==> config.mk <==
export PLATFORM = sky130hd
export DESIGN_NAME = source_lexer_unit
export DESIGN_NICKNAME = d
export VERILOG_FILES = /design/src/rtl/slx_pkg.sv /design/src/rtl/source_lexer_unit.sv /design/src/rtl/slx_front.sv /design/src/rtl/slx_queue.sv
export SDC_FILE = /design/constraint.sdc
export NUM_CORES = 1
export LEC_CHECK = 0
export BUFFER_PORTS_ARGS = -buffer_cell sky130_fd_sc_hd__buf_2
export CAP_MARGIN = 20
export CORE_ASPECT_RATIO = 0.75
export CORE_MARGIN = 2
export CORE_UTILIZATION = 56
export CTS_BUF_LIST = sky130_fd_sc_hd__clkbuf_4 sky130_fd_sc_hd__clkbuf_8 sky130_fd_sc_hd__clkbuf_16
export CTS_CLUSTER_SIZE = 28
export DETAILED_ROUTE_END_ITERATION = 10
export GPL_TIMING_DRIVEN = 0
export PLACE_DENSITY_LB_ADDON = 0.05
export SETUP_SLACK_MARGIN = 0.5
export SYNTH_ARGS = -nofsm -noshare
export SYNTH_HDL_FRONTEND = slang
export SYNTH_SLANG_ARGS = --single-unit
==> constraint.sdc <==
create_clock -name i_clk -period 5.3 [get_ports i_clk]
set_input_delay 1.325 -clock i_clk [delete_from_list [all_inputs] [get_ports i_clk]]
set_output_delay 1.325 -clock i_clk [all_outputs]
set_load 0.01 [all_outputs]
==> src/rtl/slx_pkg.sv <==
// Shared types, character codes, token codes and character classification for the lexer.
`default_nettype none

package slx_pkg;

    localparam int COLUMN_BITS_DEF = 16;
    localparam int FIELD_BITS      = 16;
    localparam int CFG_IDX_BITS    = 1;
    localparam int Q_DEPTH         = 4;
    localparam int Q_PTR_BITS      = $clog2(Q_DEPTH);
    localparam int Q_CNT_BITS      = $clog2(Q_DEPTH + 1);

    localparam logic [CFG_IDX_BITS-1:0] CFG_START_LINE   = 1'b0;
    localparam logic [CFG_IDX_BITS-1:0] CFG_START_COLUMN = 1'b1;

    localparam logic [7:0] CH_NUL   = 8'h00;
    localparam logic [7:0] CH_SPACE = 8'h20;
    localparam logic [7:0] CH_EQ    = 8'h3D;
    localparam logic [7:0] CH_BANG  = 8'h21;
    localparam logic [7:0] CH_LT    = 8'h3C;
    localparam logic [7:0] CH_GT    = 8'h3E;
    localparam logic [7:0] CH_UNDER = 8'h5F;
    localparam logic [7:0] CH_DOT   = 8'h2E;
    localparam logic [7:0] CH_MINUS = 8'h2D;
    localparam logic [7:0] CH_PLUS  = 8'h2B;
    localparam logic [7:0] CH_STAR  = 8'h2A;
    localparam logic [7:0] CH_SLASH = 8'h2F;
    localparam logic [7:0] CH_PCT   = 8'h25;
    localparam logic [7:0] CH_LBRK  = 8'h5B;
    localparam logic [7:0] CH_LBRC  = 8'h7B;
    localparam logic [7:0] CH_LPAR  = 8'h28;
    localparam logic [7:0] CH_RPAR  = 8'h29;
    localparam logic [7:0] CH_RBRC  = 8'h7D;
    localparam logic [7:0] CH_RBRK  = 8'h5D;
    localparam logic [7:0] CH_COMMA = 8'h2C;

    localparam logic [2:0] KIND_SYM   = 3'd0;
    localparam logic [2:0] KIND_INT   = 3'd1;
    localparam logic [2:0] KIND_FLOAT = 3'd2;
    localparam logic [2:0] KIND_OP    = 3'd3;
    localparam logic [2:0] KIND_DELIM = 3'd4;
    localparam logic [2:0] KIND_EOF   = 3'd5;
    localparam logic [2:0] KIND_ERR   = 3'd6;

    localparam logic [3:0] SUB_NONE = 4'd0;
    localparam logic [3:0] OP_SUB   = 4'd0;
    localparam logic [3:0] OP_ADD   = 4'd1;
    localparam logic [3:0] OP_MUL   = 4'd2;
    localparam logic [3:0] OP_DIV   = 4'd3;
    localparam logic [3:0] OP_MOD   = 4'd4;
    localparam logic [3:0] OP_EQ    = 4'd5;
    localparam logic [3:0] OP_DEF   = 4'd6;
    localparam logic [3:0] OP_NE    = 4'd7;
    localparam logic [3:0] OP_NOT   = 4'd8;
    localparam logic [3:0] OP_LE    = 4'd9;
    localparam logic [3:0] OP_LT    = 4'd10;
    localparam logic [3:0] OP_GE    = 4'd11;
    localparam logic [3:0] OP_GT    = 4'd12;
    localparam logic [3:0] DL_LBRK  = 4'd0;
    localparam logic [3:0] DL_LBRC  = 4'd1;
    localparam logic [3:0] DL_LPAR  = 4'd2;
    localparam logic [3:0] DL_RPAR  = 4'd3;
    localparam logic [3:0] DL_RBRC  = 4'd4;
    localparam logic [3:0] DL_RBRK  = 4'd5;
    localparam logic [3:0] DL_COMMA = 4'd6;

    typedef enum logic [1:0] {
        MODE_IDLE = 2'd0,
        MODE_SYM  = 2'd1,
        MODE_NUM  = 2'd2,
        MODE_OP   = 2'd3
    } t_mode;

    typedef struct packed {
        logic [2:0]            kind;
        logic [3:0]            sub;
        logic [FIELD_BITS-1:0] line;
        logic [FIELD_BITS-1:0] bcol;
        logic [FIELD_BITS-1:0] ecol;
        logic                  last;
    } t_token;

    typedef struct packed {
        logic [1:0] count;
        t_token     tok0;
        t_token     tok1;
    } t_push;

    typedef struct packed {
        logic [Q_CNT_BITS-1:0] count;
        logic                  room;
    } t_qstat;

    typedef struct packed {
        logic [2:0] kind;
        logic [3:0] sub;
    } t_class;

    function automatic logic is_letter(input logic [7:0] c);
        return (c >= 8'h61 && c <= 8'h7A) || (c >= 8'h41 && c <= 8'h5A) || c == CH_UNDER;
    endfunction

    function automatic logic is_digit(input logic [7:0] c);
        return c >= 8'h30 && c <= 8'h39;
    endfunction

    function automatic logic is_opchar(input logic [7:0] c);
        return c == CH_EQ || c == CH_BANG || c == CH_LT || c == CH_GT;
    endfunction

    function automatic logic [3:0] op_single(input logic [7:0] c);
        logic [3:0] s;
        case (c)
            CH_EQ:   s = OP_DEF;
            CH_BANG: s = OP_NOT;
            CH_LT:   s = OP_LT;
            default: s = OP_GT;
        endcase
        return s;
    endfunction

    function automatic logic [3:0] op_double(input logic [7:0] c);
        logic [3:0] s;
        case (c)
            CH_EQ:   s = OP_EQ;
            CH_BANG: s = OP_NE;
            CH_LT:   s = OP_LE;
            default: s = OP_GE;
        endcase
        return s;
    endfunction

    // Kind and subkind of a byte that forms a whole token on its own.
    function automatic t_class single_class(input logic [7:0] c);
        t_class r;
        case (c)
            CH_MINUS: r = '{KIND_OP, OP_SUB};
            CH_PLUS:  r = '{KIND_OP, OP_ADD};
            CH_STAR:  r = '{KIND_OP, OP_MUL};
            CH_SLASH: r = '{KIND_OP, OP_DIV};
            CH_PCT:   r = '{KIND_OP, OP_MOD};
            CH_LBRK:  r = '{KIND_DELIM, DL_LBRK};
            CH_LBRC:  r = '{KIND_DELIM, DL_LBRC};
            CH_LPAR:  r = '{KIND_DELIM, DL_LPAR};
            CH_RPAR:  r = '{KIND_DELIM, DL_RPAR};
            CH_RBRC:  r = '{KIND_DELIM, DL_RBRC};
            CH_RBRK:  r = '{KIND_DELIM, DL_RBRK};
            CH_COMMA: r = '{KIND_DELIM, DL_COMMA};
            default:  r = '{KIND_ERR, SUB_NONE};
        endcase
        return r;
    endfunction

    function automatic t_mode mode_after_idle(input logic [7:0] c);
        t_mode m;
        if (c == CH_NUL) begin
            m = MODE_IDLE;
        end else if (is_letter(c)) begin
            m = MODE_SYM;
        end else if (is_digit(c) || c == CH_DOT) begin
            m = MODE_NUM;
        end else if (is_opchar(c)) begin
            m = MODE_OP;
        end else begin
            m = MODE_IDLE;
        end
        return m;
    endfunction

    function automatic logic [2:0] num_kind(input logic [1:0] dots);
        logic [2:0] k;
        case (dots)
            2'd0:    k = KIND_INT;
            2'd1:    k = KIND_FLOAT;
            default: k = KIND_ERR;
        endcase
        return k;
    endfunction

endpackage

`default_nettype wire

==> src/rtl/source_lexer_unit.sv <==
// A token enters the token queue when the byte that ends it is accepted, and leaves in order.
// Throughput: one byte per cycle while the queue has room; a byte may end two tokens.
// The four-entry token queue takes a byte whenever it has room for two tokens.
// Reset is synchronous and active low: lexer idle, start line and start column zero.
// Queue contents are not cleared by reset; only its pointers and count are.
`default_nettype none

module source_lexer_unit #(
    parameter int COLUMN_BITS = slx_pkg::COLUMN_BITS_DEF
) (
    input  wire logic                             i_clk,
    input  wire logic                             i_rst_n,
    input  wire logic                             i_cfg_we,
    input  wire logic [slx_pkg::CFG_IDX_BITS-1:0] i_cfg_index,
    input  wire logic [slx_pkg::FIELD_BITS-1:0]   i_cfg_data,
    input  wire logic                             i_in_valid,
    output logic                                  o_in_ready,
    input  wire logic [7:0]                       i_char_in,
    output logic                                  o_out_valid,
    input  wire logic                             i_out_ready,
    output logic [2:0]                            o_token_kind,
    output logic [3:0]                            o_sub_kind,
    output logic [slx_pkg::FIELD_BITS-1:0]        o_line_no,
    output logic [slx_pkg::FIELD_BITS-1:0]        o_begin_column,
    output logic [slx_pkg::FIELD_BITS-1:0]        o_end_column,
    output logic                                  o_last
);
    import slx_pkg::*;

    t_push  push;
    t_qstat qstat;
    t_token tok;

    slx_front #(
        .COLUMN_BITS (COLUMN_BITS)
    ) u_front (
        .i_clk       (i_clk),
        .i_rst_n     (i_rst_n),
        .i_cfg_we    (i_cfg_we),
        .i_cfg_index (i_cfg_index),
        .i_cfg_data  (i_cfg_data),
        .i_in_valid  (i_in_valid),
        .i_char_in   (i_char_in),
        .i_qstat     (qstat),
        .o_in_ready  (o_in_ready),
        .o_push      (push)
    );

    slx_queue u_queue (
        .i_clk       (i_clk),
        .i_rst_n     (i_rst_n),
        .i_push      (push),
        .i_out_ready (i_out_ready),
        .o_out_valid (o_out_valid),
        .o_token     (tok),
        .o_qstat     (qstat)
    );

    assign o_token_kind   = tok.kind;
    assign o_sub_kind     = tok.sub;
    assign o_line_no      = tok.line;
    assign o_begin_column = tok.bcol;
    assign o_end_column   = tok.ecol;
    assign o_last         = tok.last;

`ifndef NO_ASSERTIONS
    a_queue_bound: assert property (@(posedge i_clk) disable iff (!i_rst_n)
        qstat.count <= Q_CNT_BITS'(Q_DEPTH))
        else $error("token queue count exceeds its depth");

    a_pair_kept: assert property (@(posedge i_clk) disable iff (!i_rst_n)
        o_out_valid && !o_last && i_out_ready |=> o_out_valid)
        else $error("second token of a byte is missing");

    a_eof_span: assert property (@(posedge i_clk) disable iff (!i_rst_n)
        o_out_valid && o_token_kind == KIND_EOF |-> o_begin_column == o_end_column && o_last)
        else $error("end-of-file token has a nonempty span or is not last");

    a_sub_zero: assert property (@(posedge i_clk) disable iff (!i_rst_n)
        o_out_valid && o_token_kind != KIND_OP && o_token_kind != KIND_DELIM
        |-> o_sub_kind == SUB_NONE)
        else $error("subkind set on a token that has none");
`endif

endmodule

`default_nettype wire

==> src/rtl/slx_front.sv <==
// Lexer front end: configuration registers, lexer state and per-byte token generation.
`default_nettype none

module slx_front #(
    parameter int COLUMN_BITS = slx_pkg::COLUMN_BITS_DEF
) (
    input  wire logic                               i_clk,
    input  wire logic                               i_rst_n,
    input  wire logic                               i_cfg_we,
    input  wire logic [slx_pkg::CFG_IDX_BITS-1:0]   i_cfg_index,
    input  wire logic [slx_pkg::FIELD_BITS-1:0]     i_cfg_data,
    input  wire logic                               i_in_valid,
    input  wire logic [7:0]                         i_char_in,
    input  wire slx_pkg::t_qstat                    i_qstat,
    output logic                                    o_in_ready,
    output slx_pkg::t_push                          o_push
);
    import slx_pkg::*;

    logic [FIELD_BITS-1:0]  r_start_line;
    logic [COLUMN_BITS-1:0] r_start_col;
    t_mode                  r_mode,      n_mode;
    logic [COLUMN_BITS-1:0] r_tok_start, n_tok_start;
    logic [COLUMN_BITS-1:0] r_col,       n_col;
    logic [1:0]             r_dots,      n_dots;
    logic [7:0]             r_pending,   n_pending;

    logic                   accept;
    logic [COLUMN_BITS-1:0] col_ones;
    logic [COLUMN_BITS-1:0] nxt;
    logic [31:0]            w_col, w_nxt, w_start, w_cfg;
    logic [FIELD_BITS-1:0]  col16, nxt16, start16;
    logic [COLUMN_BITS-1:0] cfg_col;
    logic                   pre_v, idl_v, fall;
    t_token                 pre_t, idl_t;
    t_class                 cls;
    logic [7:0]             c;

    assign c          = i_char_in;
    assign o_in_ready = i_qstat.room;
    assign accept     = i_in_valid && o_in_ready;
    assign col_ones   = '1;
    assign nxt        = (r_col == col_ones) ? r_col : r_col + 1'b1;

    assign w_col   = 32'(r_col);
    assign w_nxt   = 32'(nxt);
    assign w_start = 32'(r_tok_start);
    assign col16   = w_col[FIELD_BITS-1:0];
    assign nxt16   = w_nxt[FIELD_BITS-1:0];
    assign start16 = w_start[FIELD_BITS-1:0];

    assign w_cfg   = 32'(i_cfg_data);
    assign cfg_col = (w_cfg > 32'(col_ones)) ? col_ones : w_cfg[COLUMN_BITS-1:0];
    assign cls     = single_class(c);

    always_comb begin
        n_mode = r_mode;
        case (r_mode)
            MODE_SYM: begin
                n_mode = (is_letter(c) || is_digit(c)) ? MODE_SYM : mode_after_idle(c);
            end
            MODE_NUM: begin
                n_mode = (is_digit(c) || c == CH_DOT) ? MODE_NUM : mode_after_idle(c);
            end
            MODE_OP: begin
                n_mode = (c == CH_EQ) ? MODE_IDLE : mode_after_idle(c);
            end
            default: begin
                n_mode = mode_after_idle(c);
            end
        endcase
    end

    always_comb begin
        pre_v       = 1'b0;
        idl_v       = 1'b0;
        pre_t       = '0;
        idl_t       = '0;
        fall        = 1'b1;
        n_tok_start = r_tok_start;
        n_col       = r_col;
        n_dots      = r_dots;
        n_pending   = r_pending;
        pre_t.line  = r_start_line;
        idl_t.line  = r_start_line;

        case (r_mode)
            MODE_SYM: begin
                if (is_letter(c) || is_digit(c)) begin
                    n_col = nxt;
                    fall  = 1'b0;
                end else begin
                    pre_v      = 1'b1;
                    pre_t.kind = KIND_SYM;
                    pre_t.bcol = start16;
                    pre_t.ecol = col16;
                end
            end
            MODE_NUM: begin
                if (is_digit(c) || c == CH_DOT) begin
                    if (c == CH_DOT && r_dots != 2'd2) begin
                        n_dots = r_dots + 2'd1;
                    end
                    n_col = nxt;
                    fall  = 1'b0;
                end else begin
                    pre_v      = 1'b1;
                    pre_t.kind = num_kind(r_dots);
                    pre_t.bcol = start16;
                    pre_t.ecol = col16;
                    n_dots     = 2'd0;
                end
            end
            MODE_OP: begin
                pre_v      = 1'b1;
                pre_t.kind = KIND_OP;
                pre_t.bcol = start16;
                if (c == CH_EQ) begin
                    pre_t.sub  = op_double(r_pending);
                    pre_t.ecol = nxt16;
                    n_col      = nxt;
                    fall       = 1'b0;
                end else begin
                    pre_t.sub  = op_single(r_pending);
                    pre_t.ecol = col16;
                end
            end
            default: begin
            end
        endcase

        if (fall) begin
            if (c == CH_NUL) begin
                idl_v      = 1'b1;
                idl_t.kind = KIND_EOF;
                idl_t.bcol = col16;
                idl_t.ecol = col16;
                n_dots     = 2'd0;
                n_col      = r_start_col;
            end else if (c == CH_SPACE) begin
                n_col = nxt;
            end else if (is_letter(c)) begin
                n_tok_start = r_col;
                n_col       = nxt;
            end else if (is_digit(c) || c == CH_DOT) begin
                n_tok_start = r_col;
                n_dots      = (c == CH_DOT) ? 2'd1 : 2'd0;
                n_col       = nxt;
            end else if (is_opchar(c)) begin
                n_tok_start = r_col;
                n_pending   = c;
                n_col       = nxt;
            end else begin
                idl_v      = 1'b1;
                idl_t.kind = cls.kind;
                idl_t.sub  = cls.sub;
                idl_t.bcol = col16;
                idl_t.ecol = nxt16;
                n_col      = nxt;
            end
        end
    end

    always_comb begin
        o_push = '0;
        if (pre_v && idl_v) begin
            o_push.count     = 2'd2;
            o_push.tok0      = pre_t;
            o_push.tok1      = idl_t;
            o_push.tok1.last = 1'b1;
        end else if (pre_v) begin
            o_push.count     = 2'd1;
            o_push.tok0      = pre_t;
            o_push.tok0.last = 1'b1;
        end else if (idl_v) begin
            o_push.count     = 2'd1;
            o_push.tok0      = idl_t;
            o_push.tok0.last = 1'b1;
        end
        if (!accept) begin
            o_push.count = 2'd0;
        end
    end

    always_ff @(posedge i_clk) begin
        if (!i_rst_n) begin
            r_start_line <= '0;
            r_start_col  <= '0;
            r_mode       <= MODE_IDLE;
            r_tok_start  <= '0;
            r_col        <= '0;
            r_dots       <= '0;
            r_pending    <= '0;
        end else if (i_cfg_we) begin
            if (i_cfg_index == CFG_START_LINE) begin
                r_start_line <= i_cfg_data;
            end else if (i_cfg_index == CFG_START_COLUMN) begin
                r_start_col <= cfg_col;
                r_col       <= cfg_col;
            end
        end else if (accept) begin
            r_mode      <= n_mode;
            r_tok_start <= n_tok_start;
            r_col       <= n_col;
            r_dots      <= n_dots;
            r_pending   <= n_pending;
        end
    end

endmodule

`default_nettype wire

==> src/rtl/slx_queue.sv <==
// Token queue between the lexer front end and the output port, up to two writes and one read a cycle.
`default_nettype none

module slx_queue (
    input  wire logic           i_clk,
    input  wire logic           i_rst_n,
    input  wire slx_pkg::t_push i_push,
    input  wire logic           i_out_ready,
    output logic                o_out_valid,
    output slx_pkg::t_token     o_token,
    output slx_pkg::t_qstat     o_qstat
);
    import slx_pkg::*;

    t_token                r_mem [Q_DEPTH];
    logic [Q_PTR_BITS-1:0] r_wr_ptr, n_wr_ptr;
    logic [Q_PTR_BITS-1:0] r_rd_ptr, n_rd_ptr;
    logic [Q_CNT_BITS-1:0] r_count,  n_count;
    logic                  pop;
    logic [Q_PTR_BITS-1:0] wr_ptr1;

    assign o_out_valid   = (r_count != '0);
    assign o_token       = r_mem[r_rd_ptr];
    assign pop           = o_out_valid && i_out_ready;
    assign wr_ptr1       = r_wr_ptr + 1'b1;
    assign o_qstat.count = r_count;
    assign o_qstat.room  = (r_count <= Q_CNT_BITS'(Q_DEPTH - 2));

    always_comb begin
        n_wr_ptr = r_wr_ptr + Q_PTR_BITS'(i_push.count);
        n_rd_ptr = pop ? r_rd_ptr + 1'b1 : r_rd_ptr;
        n_count  = r_count + Q_CNT_BITS'(i_push.count) - Q_CNT_BITS'(pop);
    end

    always_ff @(posedge i_clk) begin
        if (i_push.count != 2'd0) begin
            r_mem[r_wr_ptr] <= i_push.tok0;
        end
        if (i_push.count == 2'd2) begin
            r_mem[wr_ptr1] <= i_push.tok1;
        end
    end

    always_ff @(posedge i_clk) begin
        if (!i_rst_n) begin
            r_wr_ptr <= '0;
            r_rd_ptr <= '0;
            r_count  <= '0;
        end else begin
            r_wr_ptr <= n_wr_ptr;
            r_rd_ptr <= n_rd_ptr;
            r_count  <= n_count;
        end
    end

endmodule

`default_nettype wire
==> results.txt, run 1 <==
Area of the multi-input gates: 6900 sq um. After synthesis the cells add up to 15500 sq um. Global routing used 30.0% of the available tracks.

The total iterations of the first detailed-routing run is 6, and the least setup slack across all paths after layout is 0.628 ns. Counting the fill cells in the layout gives 2148. Cells with a size suffix above 1 make up 19.1% of the layout. The level count of the clock H-tree was 1; the adder-cell area share of the yosys netlist was 1.26%. Setup violations remaining at the end of the flow were counted as 0. By area, the combinational part of the netlist is dominated by compound AO/OA/AOI/OAI gates. The number of flops mapped to enable cells by yosys is 220. The logs give 309 for the sink count of the clock tree and 11900 for the via total after detailed routing.

The prevailing post-synth register cell was edfxtp_1. In this run the tightest slew margin relative to its limit is 37.6%. The I/O pin count was 88. The critical path goes through buf_2 -> or3b_1 -> or3_1 -> clkbuf_1 -> a221o_1 -> nor2_2 -> buf_6 -> nor2_4 -> ha_4 -> nor2_1 -> or3_1 -> clkbuf_2 -> clkbuf_2 -> nand2_8. The worst path arrival time is 4.92 ns, and the post-route clock period utilization is 88.1%. Family of cells with the greatest summed delay on the critical path: simple AND/OR/NAND/NOR gates. The via count of the first global-routing pass was 11100. The area taken by flip-flops and latches came out at 8390 sq um.

Summed area of non-filler cells in the final layout: 17800 sq um. Clock-pin slew was measured on the worst setup and hold paths at 0.06 ns. The tools report the number of DRC violations after detailed routing as 0.

TritonCTS created 31 clock buffers. For the placeable core region, the log shows 27100 sq um. Sort of element at the end of the critical path: a flop. The run finished with clean final reports. The wire-length estimate of the detail-placed layout is 29900 microns. The post-layout instance count excluding filler cells was 1843. The horizontal extent of the die was 196 microns.

STA classifies the critical path startpoint as an input port. The number of vias per cell after detailed routing is 6.45. The total nets after synthesis was 1386. Most frequent cell after synthesis: edfxtp_1. The logs give 68 for the number of different library cells in the post-synthesis netlist and 0 for the number of hold violations in the final report. The analysis attributes to cell leakage a power of 5.96 nW. Summing the areas of all compound-gate instances in the mapped netlist gives 15.7% of the synthesized area. The tightest min-delay check is of the flop to flop type. During synthesis, Yosys emitted a total of 0 warnings. The portion of synthesized area spent on multiplexers is 9.69%. The first global-routing pass estimated 66100 microns of wire. Averaged over all synthesized cells, the footprint is 11.5 sq um. The maximum fanout along the worst path was 27; the instance count after placement with tap cells included was 1777. The run gives 0 as the final global-route overflow total. After layout, the minimum clock period comes to 4.67 ns.

By count the netlist is led by 220 x edfxtp_1, 142 x nand2_1, 89 x dfxtp_1. The placed instances occupy a cell area of 16400 sq um. The run gives 1652 as the DRC marker count from the first detailed-route iteration. For the clock latency reported for the late side of the worst-skew pair, the log shows 0.59 ns. Dividing the detail-routed wire length by the instance count gives 23.9 microns. Summing the areas of all xor and xnor instances in the mapped netlist gives 1.47% of the synthesized area.

For this configuration, the core starts out at a cell density of 57.2%. The final antenna-violating net count was 0. For the worst setup path, the data required time is 5.55 ns. The initialized floorplan defines 52 standard-cell rows. Static timing analysis puts the maximum clock frequency at 214 MHz.

The largest net degree at the start of global routing is 56, and the synthesis-to-finish area growth is 14.9%. Max-cap violations in this run came to 0. Across the routed clock network, the largest skew measured is 0.0202 ns. The number of buffers added to fix hold violations after cts came out at 0. The run gives -0.830 ns as the worst slack at placement.

The share of synthesized area occupied by flip-flops and latches is 54.2%. Of the total synthesized cell area, the portion taken by AND, OR, NAND and NOR gates is 14.6%. For the pin with the worst max-slew slack, the measured transition is 0.936 ns. The number of buffer and inverter stages on the critical path was 5. The fraction of registers with async set/reset is 0%.

The run gives 44000 microns as the total wire length. The floorplan step set the die height to 148 microns. The synthesized design spends more area on one cell type than any other, namely edfxtp_1. The power density over cell area was 389 nW/um^2; the number of pins exceeding their max-slew limit in the final report was 0.

Summed over all failing endpoints, the final setup total negative slack is 0 ns. Routability-driven placement finished with a final weighted congestion of 0.942. The longest clock path from root to sink contains 3 buffers. The clock root buffer master is clkbuf_16. Counting every instance in the synthesized netlist gives 1341.

The logs give 1 for the initial antenna violation count and 29000 sq um for the area of the die. Area share of the leading cell type in the synthesized netlist: 42.7%. Setup repair after global routing could not meet its margin everywhere. Across the VDD grid, the largest voltage drop is 0.000281 V. Sorting the synthesized cells by area gives the leading types as edfxtp_1 43%, dfxtp_1 12%, mux4_2 8.1%.

For this design, the slowest cell found on the critical path is or3b_1. By startpoint and endpoint, the worst setup path is classified as input port to flop. The completed layout was analyzed and its total power is 6.93 mW. TritonCTS built the clock tree. The synthesis-stage register bit count is 309. The tools report the net count of the finished layout as 1511. The count of input and output buffers was 84; the delay of the slowest critical-path stage was 0.41 ns.
routing by layer:
metal  wire length (microns)  vias to the layer above  share of wire (%)  GRT usage (%)
met5                       0                        -                  0              0
met4                     690                        0                1.6           6.89
met3                    4120                       55                9.4           6.21
met2                   19200                      641                 44           44.5
met1                   19900                     5807                 45           45.5
li1                        -                     5379                  -              -
area by class of cell:
class | count | area share, %
flip-flops and latches | 309 | 47.1
clock buffers | 41 | 4.91
multi-input cells | 914 | 38.7
well taps | 351 | 2.47
plain buffers | 104 | 2.57
clock inverters | 17 | 1.15
repair buffers | 90 | 2.70
diodes | 1 | 0.0141
inverters | 16 | 0.337
flip-flops by register name, indices dropped and copies added (netlist names), named ones only:
signal / cells
u_front.r_start_col: 16
u_queue.r_mem: 224
u_front.r_dots: 2
u_queue.r_wr_ptr: 2
u_front.r_tok_start: 16
u_front.r_mode: 2
u_front.col16: 16
u_queue.r_rd_ptr: 2
u_front.r_pending: 8
u_front.r_start_line: 16
u_queue.r_count: 3
cells by family (layout without fill, tap and decap cells):
kind of cell / Yosys count / count (layout)
XOR/XNOR: 26 / 26
AO/OA/AOI/OAI: 349 / 349
other: 0 / 1
flip-flops: 309 / 309
buffers and inverters: 120 / 268
multiplexers: 80 / 80
adder cells (fa/ha/maj): 15 / 15
AND/OR/NAND/NOR: 442 / 444
worst reg2reg max path: stages, from the launching register on:
cell and delay (ns):
dfxtp_1 0.38, inv_1 0.08, ha_1 0.29, and2_1 0.27, o31ai_4 0.46, inv_1 0.15
ha_4 0.34, nor2_1 0.08, or3_1 0.35, clkbuf_2 0.18, clkbuf_2 0.36, nand2_8 0.38
power by group:
group / leakage (nW) / switching (mW) / total [mW] / internal, mW
combinational: 2.67 / 1.00 / 1.72 / 0.719
sequential: 2.75 / 0.0798 / 2.88 / 2.80
clock: 0.541 / 0.963 / 2.33 / 1.36
total: 5.96 / 2.05 / 6.93 / 4.89
path summary, 6_finish.rpt:
kind	slack (ns)	startpoint	endpoint	cells past startpoint
max	0.63	i_char_in[5]	u_queue.r_mem[2][55]	14
min reg2reg	0.47	u_front.r_pending[5]	u_front.r_pending[5]	1
max reg2reg	1.62	u_front.r_mode[0]	u_queue.r_mem[2][55]	11
min	0.47	u_front.r_pending[5]	u_front.r_pending[5]	1
layout by cell type (no fill, tap or decap), drive strengths merged, types with 9 or more instances in the layout:
| cell type | instances |
|---|---|
| mux4 | 56 |
| dfxtp | 89 |
| o22ai | 88 |
| edfxtp | 220 |
| nand3 | 34 |
| a21boi | 34 |
| a31oi | 17 |
| xor2 | 14 |
| a211o | 9 |
| clkinv | 10 |
| inv | 18 |
| clkbuf | 120 |
| mux2i | 24 |
| nor2 | 69 |
| nand2b | 15 |
| nor2b | 27 |
| nand2 | 144 |
| buf | 115 |
| a22o | 65 |
| a21oi | 40 |
| and2 | 84 |
| nand4 | 11 |
| o21ai | 42 |
| xnor2 | 12 |
| nor3 | 17 |
| ha | 14 |
| or3 | 10 |
per-stage QoR:
step                      hold slack, ns  utilization [%]
final                              0.467             65.8
after global placement             0.448             60.5
after CTS                          0.469             65.1
after global routing               0.493             65.8
after detailed placement           0.452             60.6
after floorplan                    0.431                -
timing repair:
action                                  CTS  global route
cloned                                    0             2
pin swaps                                 2             4
endpoints found under the setup margin  401           366
buffers inserted                          2             2
resized for setup                        30            50
(Power assumes the default switching activity.)
==> run 2: changes to the inputs <==
--- a/config.mk
+++ b/config.mk
@@ -5,6 +5,7 @@
 export SDC_FILE = /design/constraint.sdc
 export NUM_CORES = 1
 export LEC_CHECK = 0
+export ABC_AREA = 1
 export BUFFER_PORTS_ARGS = -buffer_cell sky130_fd_sc_hd__buf_2
 export CAP_MARGIN = 20
 export CORE_ASPECT_RATIO = 0.75
==> run 2 against run 1 <==
Effect of this change: clock skew up 0.0062 ns; setup slack worse by 0.15 ns; combinational power up 20%; maximum frequency down 3.1%; sequential power up 2%; cell area up 10%; clock power down 4%; cell count up 53%; worst hold slack worse by 0.029 ns; non-clock buffer count up 31; global-route usage up 8.9 points.
==> results.txt, run 2 <==
Flip-flop count of the largest register, all copies and words added: 224 (unchanged). The maximum frequency from static timing analysis is 207 MHz (was 214 MHz), and the minimum clock period after layout is 4.82 ns (was 4.67 ns). The tools report the start of the worst register-to-register path as u_front.r_mode[0] (unchanged). The number of vias per cell after detailed routing works out to 6.15 (was 6.45). Post-route clock period utilization: 91.0% (was 88.1%). The most frequent cell after synthesis is nand2_1 (was edfxtp_1). TritonCTS built the clock tree.

The tools report the worst flop-to-flop path endpoint as u_queue.r_mem[2][19] (was u_queue.r_mem[2][55]). Level count of the clock H-tree: 1 (unchanged). For the total setup violations reported at the end of the flow, the log shows 0 (unchanged).

The initial antenna violation count was 0 (was 1); the overall die height was 156 microns (was 148 microns). The horizontal extent of the die is 207 microns (was 196 microns), and the area share of the leading cell type in the synthesized netlist is 38.2% (was 42.7%). Via total after detailed routing: 17400 (was 11900). The maximum fanout along the worst path was 10 (was 27); the area of the die was 32300 sq um (was 29000 sq um). The number of pins exceeding their max-slew limit in the final report is 0 (unchanged). The logs give 0 (unchanged) for the count of maximum capacitance violations and 0.61 ns (was 0.59 ns) for the clock latency reported for the late side of the worst-skew pair.

The logs give 0.0264 ns (was 0.0202 ns) for the worst setup skew after layout and 44500 microns (was 29900 microns) for the sum of net half-perimeters after detailed placement. The leakage power summed over all cells was 7.93 nW (was 5.96 nW). The prevailing post-synth register cell was edfxtp_1 (unchanged). The clock root buffer master was clkbuf_16 (unchanged). For the number of DRC violations after detailed routing, the log shows 0 (unchanged).

The flow ran to the end, and the final reports show no timing, DRC or antenna violations. The run gives 15500 (was 11100) as the via count of the first global-routing pass. The worst path required time was 3.97 ns (was 5.55 ns); the number of hold violations in the final report was 0 (unchanged). The cell count of the worst reg-to-reg path works out to 17 (was 11). The classification of the worst setup path is flop to output pin (was input port to flop). Sort of element at the start of the critical path: a flop (was an input port). The count of input and output buffers works out to 84 (unchanged).

For the share of synthesized area occupied by flip-flops and latches, the log shows 48.6% (was 54.2%). Most frequent standard cell in the layout excluding fill and tap cells: nand2_1 (was edfxtp_1). Worst slew margin relative to its limit: 20.0% (was 37.6%). The synthesis-to-finish area growth is 13.6% (was 14.9%). Main area contributors after synthesis: edfxtp_1 38%, nand2_1 17%, dfxtp_1 10% (was edfxtp_1 43%, dfxtp_1 12%, mux4_2 8.1%). The clock transition time at the flip-flop clock pins of the worst setup and hold paths was 0.06 ns (about the same). The power density over cell area was 368 nW/um^2 (was 389 nW/um^2); the placeable core region was 30300 sq um (was 27100 sq um). For the total nets after synthesis, the log shows 2311 (was 1386).

The class of the tightest hold or removal check is flop to flop (unchanged). The net count of the finished layout is 2443 (was 1511). The largest area contributor in the synthesized netlist was edfxtp_1 (unchanged). The run gives 2266 (was 1341) as the number of standard cells after synthesis. Commonest cells post-synth: 762 x nand2_1, 268 x nor2_1, 220 x edfxtp_1 (was 220 x edfxtp_1, 142 x nand2_1, 89 x dfxtp_1). The tools report the DRC marker count from the first detailed-route iteration as 2770 (was 1652).

The share of post-route cells with drive strength above 1 came out at 12.3% (was 19.1%). The number of flops mapped to enable cells by yosys came out at 220 (unchanged). The end of the critical path was o_token_kind[1] (was u_queue.r_mem[2][55]).

The run gives 1.03 (was 0.942) as the final RePlAce weighted congestion. The synthesized area divided by synthesized cell count was 7.62 sq um (was 11.5 sq um). The final routed wire length divided by cell count is 22.7 microns (was 23.9 microns), and the post-route total power is 7.23 mW (was 6.93 mW). The worst-margin pin slew is 1.20 ns (was 0.936 ns). The reg2reg setup slack was 1.16 ns (was 1.62 ns).

The register containing the most flip-flops in the final layout is u_queue.r_mem (unchanged). Number of warning messages in the yosys log: 0 (unchanged). The total wire length was 63900 microns (was 44000 microns). The run gives 3.50 ns (was 4.92 ns) as the worst path arrival time. The logs give 0 (unchanged) for the final global-route overflow total and 38.9% (was 30.0%) for the global-route usage over all layers. For the sink count of the clock tree, the log shows 309 (unchanged). The utilization of the core after routing is 64.8% (was 65.8%). For the number of different library cells in the post-synthesis netlist, the log shows 46 (was 68).

Most frequent cells in the layout: 758 x nand2_1, 265 x nor2_1, 220 x edfxtp_1, 211 x o21ai_0, 134 x inv_1 (was 220 x edfxtp_1, 137 x nand2_1, 94 x buf_2, 89 x dfxtp_1, 88 x o22ai_1). The run gives 29 (was 56) as the largest net degree at the start of global routing. Total iterations of the first detailed-routing run: 6 (unchanged). The synthesis-stage register bit count was 309 (unchanged); the number of buffers created by CTS was 31 (unchanged). Sort of element at the end of the critical path: an output pin (was a flop). The tools report the starting density of the core as 57.1% (was 57.2%). The synthesized area came out at 17300 sq um (was 15500 sq um).

The I/O pin count was 88 (unchanged); the fraction of registers with async set/reset was 0% (unchanged). The run gives 0 (unchanged) as the final antenna-violating net count. The run gives 2726 (was 2148) as the fill cell instance count of the final layout.

The tools report the smallest hold slack as 0.438 ns (was 0.467 ns). The highest ir drop seen on vdd is 0.000248 V (was 0.000281 V), and the number of buffers between clock root and the deepest sink is 3 (unchanged). Setup repair after global routing left no endpoint under its margin. The wire length of the first global-routing pass was 93200 microns (was 66100 microns); the row count was 55 (was 52).
## run 2: worst max-delay path, stage by stage, from the launching register on
cell	delay [ns]
dfxtp_1	0.39
clkbuf_1	0.35
inv_1	0.20
clkbuf_1	0.67
clkbuf_1	0.56
o21ai_0	0.18
o22ai_1	0.32
buf_2	0.20
## run 2: power breakdown
group,switching [mW],internal (mW)
Clock,0.971,1.26
Combinational,1.49,0.577
Sequential,0.107,2.82
## run 2: layer usage
metal	GRT usage [%]	wire length [microns]	share of wire [%]	vias up
li1	-	-	-	7831
met1	56.0	25100	39	8010
met2	56.0	26300	41	1347
met3	12.9	10400	16	172
met4	10.5	2070	3.2	0
met5	0	0	0	-
## run 2: worst min-delay path by stage
stage	startpoint	end	slack, ns	cells after the start
final	u_front.r_pending[7]	u_front.r_pending[7]	0.44	2
after global routing	u_front.r_tok_start[11]	u_front.r_tok_start[11]	0.46	2
after CTS	u_front.r_pending[7]	u_front.r_pending[7]	0.44	2
after detailed placement	u_front.r_pending[7]	u_front.r_pending[7]	0.43	2
after global placement	u_front.r_pending[7]	u_front.r_pending[7]	0.43	2
after floorplan	u_front.r_pending[7]	u_front.r_pending[7]	0.42	2
## run 2: through the flow
stage	setup slack [ns]	area, sq um	setup TNS (ns)	cells
final	0.476	19600	0	2821
after detailed placement	-1.22	18200	-248.73	2749
after global routing	0.516	19600	0	2820
after floorplan	0.581	17300	0	2266
after global placement	-1.10	18200	-227.18	2749
after CTS	0.486	19400	0	2811
## run 2: kinds of logic (layout without fill, tap and decap cells)
| family | Yosys count | after routing | share of synthesized area, % |
|---|---|---|---|
| flops | 309 | 309 | 48.6 |
| compound gates | 429 | 429 | 13.6 |
| buf+inv | 285 | 428 | 7.04 |
| xor+xnor | 10 | 10 | 0.507 |
| simple gates | 1218 | 1230 | 29.2 |
| other cells | 0 | 1 | 0 |
| fa+ha+maj | 15 | 15 | 1.13 |
## run 2: what timing repair did
item	CTS	global route
buffers inserted	1	2
hold buffers	0	0
cloned	5	7
pin swaps	3	7
resized for setup	26	28
endpoints found under the setup margin	300	415
## run 2: area by class of cell
type / instances / area, sq um / area share, %
clock inverters: 13 / 133 / 0.676
multi-input cells: 1684 / 8020 / 40.8
flip-flops and latches: 309 / 8390 / 42.7
well taps: 399 / 499 / 2.54
repair buffers: 87 / 443 / 2.26
inverters: 147 / 563 / 2.87
plain buffers: 138 / 701 / 3.57
diodes: 1 / 2.50 / 0.0127
clock buffers: 43 / 885 / 4.51
==> run 3: changes to the inputs <==
--- a/config.mk
+++ b/config.mk
@@ -10,7 +10,7 @@
 export CAP_MARGIN = 20
 export CORE_ASPECT_RATIO = 0.75
 export CORE_MARGIN = 2
-export CORE_UTILIZATION = 56
+export CORE_UTILIZATION = 65
 export CTS_BUF_LIST = sky130_fd_sc_hd__clkbuf_4 sky130_fd_sc_hd__clkbuf_8 sky130_fd_sc_hd__clkbuf_16
 export CTS_CLUSTER_SIZE = 28
 export DETAILED_ROUTE_END_ITERATION = 10
==> constraint.sdc (replaced) <==
create_clock -name i_clk -period 6.17 [get_ports i_clk]
set_input_delay 1.5425 -clock i_clk [delete_from_list [all_inputs] [get_ports i_clk]]
set_output_delay 1.5425 -clock i_clk [all_outputs]
set_load 0.01 [all_outputs]
==> run 3 against run 2 <==
Effect of this change: worst hold slack is essentially flat; first-iteration DRC count increased by 18%; global-route usage increased by 5.5 points; non-clock buffer count shrank 3; via count up 2.7%; total power decreased by 14%; die area down 14%; core utilization rose by 9.1 points; cell count shrank 2.5%; clock skew up 0.0021 ns.
==> results.txt, run 3 (synthesis gave the netlist of run 2 again) <==
The number of buffers created by CTS was 29 (was 31). The sum of net half-perimeters after detailed placement is 44300 microns (was 44500 microns). The number of vias per cell after detailed routing is 6.49 (was 6.15).

The placeable core region is 26000 sq um (was 30300 sq um), and the maximum frequency from static timing analysis is 173 MHz. Clock transition time at the flip-flop clock pins of the worst setup and hold paths: 0.06 ns (about the same). The tools report the least setup slack across all paths after layout as 0.384 ns (was 0.476 ns).

The run gives 66.4% (was 57.1%) as the starting density of the core. For the worst slack at placement, the log shows -0.300 ns (was -1.22 ns). The synthesis-to-finish area growth works out to 11.4% (was 13.6%).

The minimum clock period after layout was 5.79 ns; the highest ir drop seen on vdd was 0.000284 V (was 0.000248 V). The number of DRC violations after detailed routing is 0 (unchanged). The share of post-route cells with drive strength above 1 came out at 11.4% (was 12.3%). The tools report the number of buffers between clock root and the deepest sink as 3 (unchanged).

The post-route total power is 6.19 mW (was 7.23 mW). The I/O pin count was 88 (unchanged). For the number of pins exceeding their max-slew limit in the final report, the log shows 0 (unchanged). Number of antenna cells inserted: 0 (was 1).

The run gives 73.9% (was 64.8%) as the utilization of the core after routing. The tools report the detailed route wirelength on metal3 as 11800 microns (was 10400 microns). The classification of the worst setup path was input port to flop (was flop to output pin).

The most frequent standard cell in the layout excluding fill and tap cells is nand2_1 (unchanged). Level count of the clock H-tree: 1 (unchanged). For the initial antenna violation count, the log shows 0 (unchanged). The count of input and output buffers is 84 (unchanged). The logs give 0 (unchanged) for the total setup violations reported at the end of the flow and 93700 microns (was 93200 microns) for the wire length of the first global-routing pass. For the reg2reg setup slack, the log shows 1.11 ns (was 1.16 ns). The global-route usage over all layers was 44.3% (was 38.9%); the final global-route overflow total was 0 (unchanged).

The worst-margin pin slew is 1.10 ns (was 1.20 ns). The flow ran to the end, and the final reports show no timing, DRC or antenna violations. For the net count of the finished layout, the log shows 2428 (was 2443).

TritonCTS built the clock tree. The register containing the most flip-flops in the final layout was u_queue.r_mem (unchanged). The run gives 0 (unchanged) as the final antenna-violating net count. The flip-flop count of the largest register, all copies and words added was 224 (unchanged); the total wire length was 62700 microns (was 63900 microns).

The tools report the final RePlAce weighted congestion as 1.01 (was 1.03). The via count of the first global-routing pass came out at 16500 (was 15500). Cell area reported after detailed placement: 18200 sq um (about the same).

The highest layer used for signal routing is met4 (unchanged). Clock root buffer master: clkbuf_16 (unchanged). The met1 routed wirelength after detailed routing was 22500 microns (was 25100 microns). The clock latency reported for the late side of the worst-skew pair came out at 0.59 ns (was 0.61 ns). The logs give 6.00 ns (was 3.50 ns) for the worst path arrival time and 0.437 ns (was 0.438 ns) for the smallest hold slack. The tools report the sort of element at the start of the critical path as an input port (was a flop). Count of maximum capacitance violations: 0 (unchanged). The class of the tightest hold or removal check was flop to flop (unchanged).

The run gives 17800 (was 17400) as the via total after detailed routing. For the DRC marker count from the first detailed-route iteration, the log shows 3282 (was 2770). The area of the die was 27900 sq um (was 32300 sq um). The run gives 0 (unchanged) as the number of hold violations in the final report.

The row count came out at 51 (was 55). Worst setup skew after layout: 0.0285 ns (was 0.0264 ns). Leakage power summed over all cells: 7.81 nW (was 7.93 nW). Setup repair after global routing could not meet its margin everywhere.

Worst path required time: 6.38 ns (was 3.97 ns). Most frequent cells in the layout: 758 x nand2_1, 268 x nor2_1, 220 x edfxtp_1, 211 x o21ai_0, 135 x inv_1 (was 758 x nand2_1, 265 x nor2_1, 220 x edfxtp_1, 211 x o21ai_0, 134 x inv_1). The horizontal extent of the die works out to 192 microns (was 207 microns). The fill cell instance count of the final layout came out at 1940 (was 2726). The sink count of the clock tree is 309 (unchanged), and the number of buffers inserted to repair setup after CTS is 0 (was 1). The power density over cell area was 322 nW/um^2 (was 368 nW/um^2). The final routed wire length divided by cell count is 22.8 microns (was 22.7 microns). Sort of element at the end of the critical path: a flop (was an output pin). The overall die height came out at 145 microns (was 156 microns).

The largest net degree at the start of global routing is 56 (was 29). For the routed wire length on met2, the log shows 25700 microns (was 26300 microns). The summed area of non-filler cells in the final layout is 19200 sq um (was 19600 sq um), and the post-route clock period utilization is 93.8%. For the total iterations of the first detailed-routing run, the log shows 8 (was 6).

The maximum fanout along the worst path works out to 55 (was 10). Worst slew margin relative to its limit: 26.8% (was 20.0%).
[run 3: cell types whose count changed in the layout (fill, tap and decap cells not counted), sizes merged]
cell,previous run,this run
nand2,798,788
clkinvlp,3,0
clkbuf,119,117
diode,1,0
bufinv,2,3
clkinv,11,9
inv,144,145
[run 3: routing by layer]
| metal | up-vias | global-route usage [%] |
|---|---|---|
| li1 | 7790 | - |
| met1 | 8037 | 63.2 |
| met2 | 1752 | 62.9 |
| met3 | 258 | 15.2 |
| met4 | 0 | 15.6 |
| met5 | - | 0 |
[run 3: area by class of cell]
type                    count  area [sq um]  share of cell area [%]
clock buffers              44           876                    4.55
plain buffers             138           666                    3.46
well taps                 344           430                    2.24
clock inverters            10           136                   0.709
inverters                 147           556                    2.89
multi-input cells        1674          7770                    40.4
repair buffers             84           420                    2.18
flip-flops and latches    309          8390                    43.6
[run 3: final timing paths]
kind	start	to	cells after the start
setup / recovery	i_char_in[4]	u_queue.r_mem[2][19]	20
hold / removal	u_front.r_pending[7]	u_front.r_pending[7]	2
setup reg to reg	u_front.r_mode[0]	u_queue.r_mem[2][19]	17
hold reg to reg	u_front.r_pending[7]	u_front.r_pending[7]	2
[run 3: through the flow]
stage / setup TNS, ns / std cells
finish: 0 / 2750
global route: 0 / 2750
CTS: 0 / 2749
detailed placement: -51.27 / 2694
global placement: -133.16 / 2694
floorplan: 0 / 2266
[run 3: critical path: stages]
cell and delay, ns:
buf_2 0.14, inv_1 0.08, nand2_1 0.09, nor2_4 0.21, nand2_4 0.11, nand3_4 0.13
nand2_1 0.06, inv_1 0.05, nand2_1 0.04, nand2_1 0.19, clkinv_1 0.29, buf_2 0.32
ha_1 0.35, inv_1 0.13, nor2_1 0.39, nor2_1 0.28, nor2_2 0.54, inv_1 0.19
clkbuf_2 0.31, nand2_8 0.46
[run 3: what timing repair did]
item                                    in CTS  in global routing
hold buffers                                 0                  0
pin swaps                                    3                  1
endpoints found under the setup margin     220                220
gates resized for setup                      7                  5
cloned                                       1                  1
[run 3: power breakdown]
part / internal, mW / switching (mW)
registers: 2.42 / 0.0971
logic: 0.478 / 1.26
clock network: 1.11 / 0.825
total: 4.01 / 2.18
